[src/rtl/core/dsi_pkg.sv]
// Package for the decimal string to integer converter.
// Holds the parse state, result and character constants shared by dsi_step and the top level.
// No dependencies.
package dsi_pkg;

    localparam int CHAR_W      = 8;
    localparam int MAG_W       = 31;
    localparam int VALUE_W     = 32;
    localparam int DIGIT_CNT_W = 4;

    localparam logic [CHAR_W-1:0] CH_MINUS = 8'h2D;
    localparam logic [CHAR_W-1:0] CH_PLUS  = 8'h2B;
    localparam logic [CHAR_W-1:0] CH_ZERO  = 8'h30;
    localparam logic [CHAR_W-1:0] CH_NINE  = 8'h39;

    typedef enum logic [1:0] {
        PH_FIRST  = 2'd0,
        PH_DIGITS = 2'd1,
        PH_STOP   = 2'd2
    } dsi_phase_t;

    typedef struct packed {
        dsi_phase_t             phase;
        logic                   negative;
        logic [MAG_W-1:0]       magnitude;
        logic [DIGIT_CNT_W-1:0] digit_count;
        logic                   overflowed;
    } dsi_state_t;

    typedef struct packed {
        logic signed [VALUE_W-1:0] value;
        logic                      overflow;
    } dsi_result_t;

    localparam dsi_state_t STATE_RESET = '{
        phase:       PH_FIRST,
        negative:    1'b0,
        magnitude:   '0,
        digit_count: '0,
        overflowed:  1'b0
    };

endpackage

[src/rtl/core/decimal_string_to_int_top.sv]
// Timing: a character request is first accepted into the input register and is parsed at the
// next edge at which the result register is free; when it carries tlast, its result is loaded
// into the result register at that same edge, and m_tvalid is driven from that register.
// Throughput: one character per cycle, set by the single multiply-by-ten-add and compare
// step; while a result waits with m_tready low, the input stage stalls.
// Reset (aresetn low at a rising edge) empties both stages and returns the parser to the
// state that expects the first character of a new string.
module decimal_string_to_int_top
    import dsi_pkg::*;
#(
    parameter int MAX_DIGITS = 10
) (
    input  logic                      aclk,
    input  logic                      aresetn,
    // Slave side: one character request per transfer.
    input  logic                      s_tvalid,
    output logic                      s_tready,
    input  logic [7:0]                s_tdata,   // [7:0] ch
    input  logic                      s_tlast,   // last character of the string
    // Master side: one result request per string.
    output logic                      m_tvalid,
    input  logic                      m_tready,
    output logic signed [31:0]        m_tdata,   // [31:0] value
    output logic [0:0]                m_tuser    // [0] overflow
);

    // Input register: holds one accepted character until the parser consumes it.
    logic              in_valid_reg;
    logic [CHAR_W-1:0] in_ch_reg;
    logic              in_last_reg;

    // Parse state carried from character to character within a string.
    dsi_state_t  state_reg;
    dsi_state_t  state_next;
    dsi_result_t result;

    // Result register on the master side.
    logic                      m_valid_reg;
    logic signed [VALUE_W-1:0] m_value_reg;
    logic                      m_ovf_reg;

    logic advance;

    // The held character is consumed whenever the result register can take
    // whatever it may produce: it is empty or being drained this cycle.
    assign advance  = in_valid_reg && (!m_valid_reg || m_tready);
    assign s_tready = !in_valid_reg || advance;

    dsi_step #(
        .MAX_DIGITS(MAX_DIGITS)
    ) u_step (
        .state_cur  (state_reg),
        .ch         (in_ch_reg),
        .last       (in_last_reg),
        .state_next (state_next),
        .result     (result)
    );

    always_ff @(posedge aclk) begin
        if (!aresetn) begin
            in_valid_reg <= 1'b0;
        end else if (s_tready) begin
            in_valid_reg <= s_tvalid;
        end
        if (s_tready && s_tvalid) begin
            in_ch_reg   <= s_tdata;
            in_last_reg <= s_tlast;
        end
    end

    always_ff @(posedge aclk) begin
        if (!aresetn) begin
            state_reg <= STATE_RESET;
        end else if (advance) begin
            state_reg <= state_next;
        end
    end

    // Only the final character of a string loads a result; the register is
    // free here because advance already required that.
    always_ff @(posedge aclk) begin
        if (!aresetn) begin
            m_valid_reg <= 1'b0;
        end else if (advance && in_last_reg) begin
            m_valid_reg <= 1'b1;
        end else if (m_tready) begin
            m_valid_reg <= 1'b0;
        end
        if (advance && in_last_reg) begin
            m_value_reg <= result.value;
            m_ovf_reg   <= result.overflow;
        end
    end

    assign m_tvalid   = m_valid_reg;
    assign m_tdata    = m_value_reg;
    assign m_tuser[0] = m_ovf_reg;

    // An overflowed string always reports zero.
    assert property (@(posedge aclk) disable iff (!aresetn)
        m_valid_reg && m_ovf_reg |-> m_value_reg == '0)
        else $error("overflow result with nonzero value");

    // The digit count never passes its limit.
    assert property (@(posedge aclk) disable iff (!aresetn)
        state_reg.digit_count <= DIGIT_CNT_W'(MAX_DIGITS))
        else $error("digit count beyond limit");

    // Overflow always stops accumulation.
    assert property (@(posedge aclk) disable iff (!aresetn)
        state_reg.overflowed |-> state_reg.phase == PH_STOP)
        else $error("overflow without stop");

    // Consuming the last character leaves the parser in its reset state.
    assert property (@(posedge aclk) disable iff (!aresetn)
        advance && in_last_reg |=> state_reg == STATE_RESET)
        else $error("parser not cleared after end of string");

    // A held character that cannot advance stays held.
    assert property (@(posedge aclk) disable iff (!aresetn)
        in_valid_reg && !advance |=> in_valid_reg && $stable(in_ch_reg))
        else $error("stalled character lost");

endmodule

[src/rtl/core/dsi_step.sv]
// Combinational step of the decimal string parser: one character against the current state.
// Produces the next parse state and the result for a string that ends here. Uses dsi_pkg.
module dsi_step
    import dsi_pkg::*;
#(
    parameter int MAX_DIGITS = 10
) (
    input  dsi_state_t        state_cur,
    input  logic [CHAR_W-1:0] ch,
    input  logic              last,
    output dsi_state_t        state_next,
    output dsi_result_t       result
);

    localparam logic [MAG_W+3:0] MAG_LIMIT = {4'b0000, {MAG_W{1'b1}}};

    dsi_state_t       upd;
    logic             take;
    logic             is_digit;
    logic             count_full;
    logic [3:0]       digit_val;
    logic [MAG_W+3:0] scaled;
    logic             too_big;

    assign is_digit   = (ch >= CH_ZERO) && (ch <= CH_NINE);
    // For the codes '0' through '9' the low nibble is the digit itself.
    assign digit_val  = ch[3:0];
    assign count_full = state_cur.digit_count >= DIGIT_CNT_W'(MAX_DIGITS);

    // Ten times the magnitude plus the new digit, kept wide enough to never wrap.
    assign scaled  = {1'b0, state_cur.magnitude, 3'b000}
                   + {3'b000, state_cur.magnitude, 1'b0}
                   + {{(MAG_W){1'b0}}, digit_val};
    assign too_big = scaled > MAG_LIMIT;

    always_comb begin
        upd  = state_cur;
        take = 1'b0;
        case (state_cur.phase)
            PH_FIRST: begin
                upd.phase = PH_DIGITS;
                if (ch == CH_MINUS) begin
                    upd.negative = 1'b1;
                end else if (ch != CH_PLUS) begin
                    take = 1'b1;
                end
            end
            PH_DIGITS: begin
                take = 1'b1;
            end
            default: begin
                take = 1'b0;
            end
        endcase

        if (take) begin
            if (!is_digit || count_full) begin
                upd.phase = PH_STOP;
            end else if (too_big) begin
                upd.overflowed = 1'b1;
                upd.phase      = PH_STOP;
            end else begin
                upd.magnitude   = scaled[MAG_W-1:0];
                upd.digit_count = state_cur.digit_count + 1'b1;
            end
        end
    end

    always_comb begin
        result.overflow = upd.overflowed;
        if (upd.overflowed) begin
            result.value = '0;
        end else if (upd.negative) begin
            result.value = -$signed({1'b0, upd.magnitude});
        end else begin
            result.value = $signed({1'b0, upd.magnitude});
        end
    end

    // A finished string leaves the parser ready for the next one.
    assign state_next = last ? STATE_RESET : upd;

endmodule
[config.mk]
export PLATFORM = sky130hd
export DESIGN_NAME = decimal_string_to_int_top
export DESIGN_NICKNAME = d
export VERILOG_FILES = /design/src/rtl/core/dsi_pkg.sv /design/src/rtl/core/decimal_string_to_int_top.sv /design/src/rtl/core/dsi_step.sv
export SDC_FILE = /design/constraint.sdc
export NUM_CORES = 1
export LEC_CHECK = 0
export ABC_AREA = 1
export BUFFER_PORTS_ARGS = -buffer_cell sky130_fd_sc_hd__buf_2
export CAP_MARGIN = 25
export CORE_ASPECT_RATIO = 0.9
export CORE_MARGIN = 1.5
export CORE_UTILIZATION = 28
export CTS_CLUSTER_DIAMETER = 150
export DETAILED_ROUTE_END_ITERATION = 8
export HOLD_SLACK_MARGIN = 0.06
export PLACE_DENSITY = 0.4
export SYNTH_ARGS = -nofsm -noshare
export SYNTH_HDL_FRONTEND = slang
export SYNTH_SLANG_ARGS = --single-unit
export TNS_END_PERCENT = 100
[constraint.sdc]
create_clock -name aclk -period 5.3 [get_ports aclk]
set_clock_uncertainty 0.1 [all_clocks]
set_input_delay 0.265 -clock aclk [delete_from_list [all_inputs] [get_ports aclk]]
set_output_delay 0.265 -clock aclk [all_outputs]
set_load 0.05 [all_outputs]
==> results_dict.tcl <==
set metrics [dict create \
    clockPowerShare 0.431 \
    worstMarginPinSlew_ns 0.865 \
    p_switching_mw 0.421 \
    clockRootBuffer "clkbuf_16" \
    num-fill-cells 2780 \
    drc 0 \
    power_density_nw_per_um2 181 \
    diodes 0 \
    layout_common_cells "377 x nand2_1, 142 x inv_1, 92 x nor2_1, 78 x a21oi_1, 65 x ha_1" \
    outcome "complete, no violations" \
    cts_buffer_depth 2 \
    vias 6620 \
    syn_inst 1097 \
    mostFrequentLayoutCell "nand2_1" \
    worstPathRequired_ns 5.31 \
    p_leak_nw 4.50 \
    start_util 0.286 \
    cp_max_fo 16 \
    peakVddDrop_mv 0.139 \
    yosysWarningCount 0 \
    drt_iter0_drc 402 \
    synth_area_um2 7220 \
    cts_tree "yes" \
    arrival_ns 4.44 \
    grt_max_degree 49 \
    wl_per_cell_um 14.1 \
    cts_hold_buf 9 \
    port_buffers 47 \
    gp_congestion 0.820 \
    setup_viol 0 \
    grt_pass1_vias 6298 \
    nets 1229 \
    drive_gt1_frac 0.134 \
    hold_violations 0 \
    clk_latency_ns 0.35 \
    drtPass1Iterations 5 \
    core_um2 25300 \
    slew_headroom 0.421 \
    rsz0062_at_grt "no" \
    antenna_found_initial 0 \
    vias_per_cell 4.43 \
    cts_setup_buffers 0 \
    fp-row-count 55 \
    syn_nets 1177 \
    max_freq_ghz 0.226 \
    critPathCaptureType "flop" \
    cts_buffers 9 \
    yosys.cell_types.count 41 \
    largest_reg_flops 39 \
    finalPower_mw 1.49 \
    io_pins 48 \
    grt-ovfl-total 0 \
    syn_avg_cell_area_um2 6.58 \
    grt_use_total 0.164 \
    netSwitchingFraction 0.283 \
    clock-sinks 83 \
    cp-start-kind "flop" \
    die_area_um2 26800 \
    chipWidth_um 172 \
    drv_slew 0 \
    maxCapViolCount 0 \
    period_share 0.835 \
    routed_wl_um 21000 \
    grt_pass1_wl_um 34100 \
    worstSetupPathType "reg2reg" \
    internal_power_mw 1.07 \
    finalCriticalPeriod_ns 4.43 \
    synth_seq_area_share 0.288 \
    dp_hpwl_um 16700 \
    synth-seq-cells 83 \
    timing.setup.tns_ns 0 \
    area_delta_synth_final_pct 14.1 \
    drtAntennaViolNets 0 \
    htreeDepth 3 \
    p_comb_frac 0.105 \
    fp.dieH_um 155 \
    seqPwrFrac 0.464 \
    cts-resized-gates 0 \
    hold_path.class "in2reg" \
    clk_pin_slew_worst_paths_ns 0.07 \
]
worst paths after layout:
kind	start	to	slack, ns	cells past startpoint
max	in_ch_reg[3]	m_tdata[20]	0.87	25
min	s_tvalid	in_valid_reg	0.08	3
max reg2reg	in_ch_reg[3]	m_tdata[20]	0.87	25
min reg2reg	state_reg[4]	state_reg[4]	0.39	2
Yosys cell counts:
cell	number	share of area
nand2_1	378	0.20
inv_1	142	0.074
nor2_1	94	0.049
a21oi_1	79	0.055
ha_1	65	0.11
nand3_1	59	0.041
edfxtp_1	42	0.17
dfxtp_1	41	0.11
nand2_2	27	0.023
o21ai_0	19	0.013
inv_2	15	0.0078
xnor2_1	15	0.018
clkbuf_1	14	0.0073
nor3_1	14	0.0097
xor2_1	13	0.016
nor2_2	10	0.0087
a21oi_2	7	0.0085
nand4_1	6	0.0052
o21ai_1	6	0.0042
buf_2	5	0.0035
buf_6	5	0.0078
o21ai_2	5	0.0061
nand3_2	4	0.0055
nor3_2	4	0.0055
o21bai_1	4	0.0042
a31oi_1	3	0.0026
nor2_4	3	0.0047
clkinv_1	2	0.0010
fa_1	2	0.0055
nand3b_1	2	0.0021
o211ai_1	2	0.0021
a21o_1	1	0.0010
and2_1	1	0.00087
buf_4	1	0.0010
nand2_4	1	0.0016
nor3b_1	1	0.0010
nor4_1	1	0.00087
o21a_1	1	0.0010
o21ai_4	1	0.0023
o31ai_1	1	0.0010
or2_2	1	0.00087
worst max-delay path, stage by stage, from the launching register on:
cell and delay, ns:
edfxtp_1 0.37, inv_1 0.08, fa_1 0.61, inv_1 0.06
ha_1 0.30, nand3_1 0.09, nand3_1 0.11, nand2_1 0.09
nand2_2 0.07, nand2_1 0.08, nand2_2 0.09, nand2_2 0.08
nand2_1 0.05, nand2_1 0.07, nand3_1 0.11, nor2_4 0.36
nand3_1 0.16, nand2_1 0.19, ha_1 0.25, inv_1 0.07
nor3_2 0.26, nand3_1 0.13, nand2_2 0.16, nand2_1 0.09
nor2_1 0.09, nor2_1 0.05
power by group through the flow:
| stage | sequential, mW | clock [mW] | combinational [mW] |
|---|---|---|---|
| after floorplan | 0.727 | 0 | 0.0850 |
| after global placement | 0.706 | 0 | 0.151 |
| after detailed placement | 0.706 | 0 | 0.150 |
| after CTS | 0.691 | 0.663 | 0.156 |
| after global routing | 0.692 | 0.678 | 0.174 |
| final | 0.691 | 0.642 | 0.156 |
layer usage:
metal | part of all wire | up-vias | track usage
li1 | - | 3584 | -
met2 | 0.40 | 94 | 0.239
met5 | 0 | - | 0
met4 | 0.011 | 0 | 0.0348
met3 | 0.027 | 20 | 0.0209
met1 | 0.57 | 2922 | 0.254
layout make-up:
cell class	count	area, um2	area share
Inverter	159	597	0.0725
Tap cell	342	428	0.0520
Timing Repair Buffer	66	425	0.0517
Sequential cell	83	2080	0.253
Clock inverter	6	47.5	0.00577
Multi-Input combinational cell	830	4420	0.536
Clock buffer	10	239	0.0290
through the flow:
| step | cells | setup WS [ns] | cell area (um2) | hold WS [ns] | utilization |
|---|---|---|---|---|---|
| floorplan | 1097 | 1.63 | 7220 | 0.264 | - |
| detailed placement | 1470 | 0.823 | 7840 | 0.345 | 0.310 |
| finish | 1496 | 0.873 | 8230 | 0.0818 | 0.326 |
| global placement | 1470 | 0.940 | 7840 | 0.343 | 0.310 |
| global route | 1496 | 0.297 | 8230 | 0.0884 | 0.326 |
| CTS | 1495 | 0.818 | 8210 | 0.0671 | 0.325 |
cell families (layout without fill, tap and decap cells):
kind of cell | Yosys count | after routing | share of synthesized area
compound gates | 129 | 129 | 0.101
flops | 83 | 83 | 0.288
xor+xnor | 28 | 28 | 0.0340
fa+ha+maj | 67 | 67 | 0.118
simple gates | 606 | 606 | 0.356
buf+inv | 184 | 241 | 0.102
Note: power is estimated with default switching activity, not from simulation.
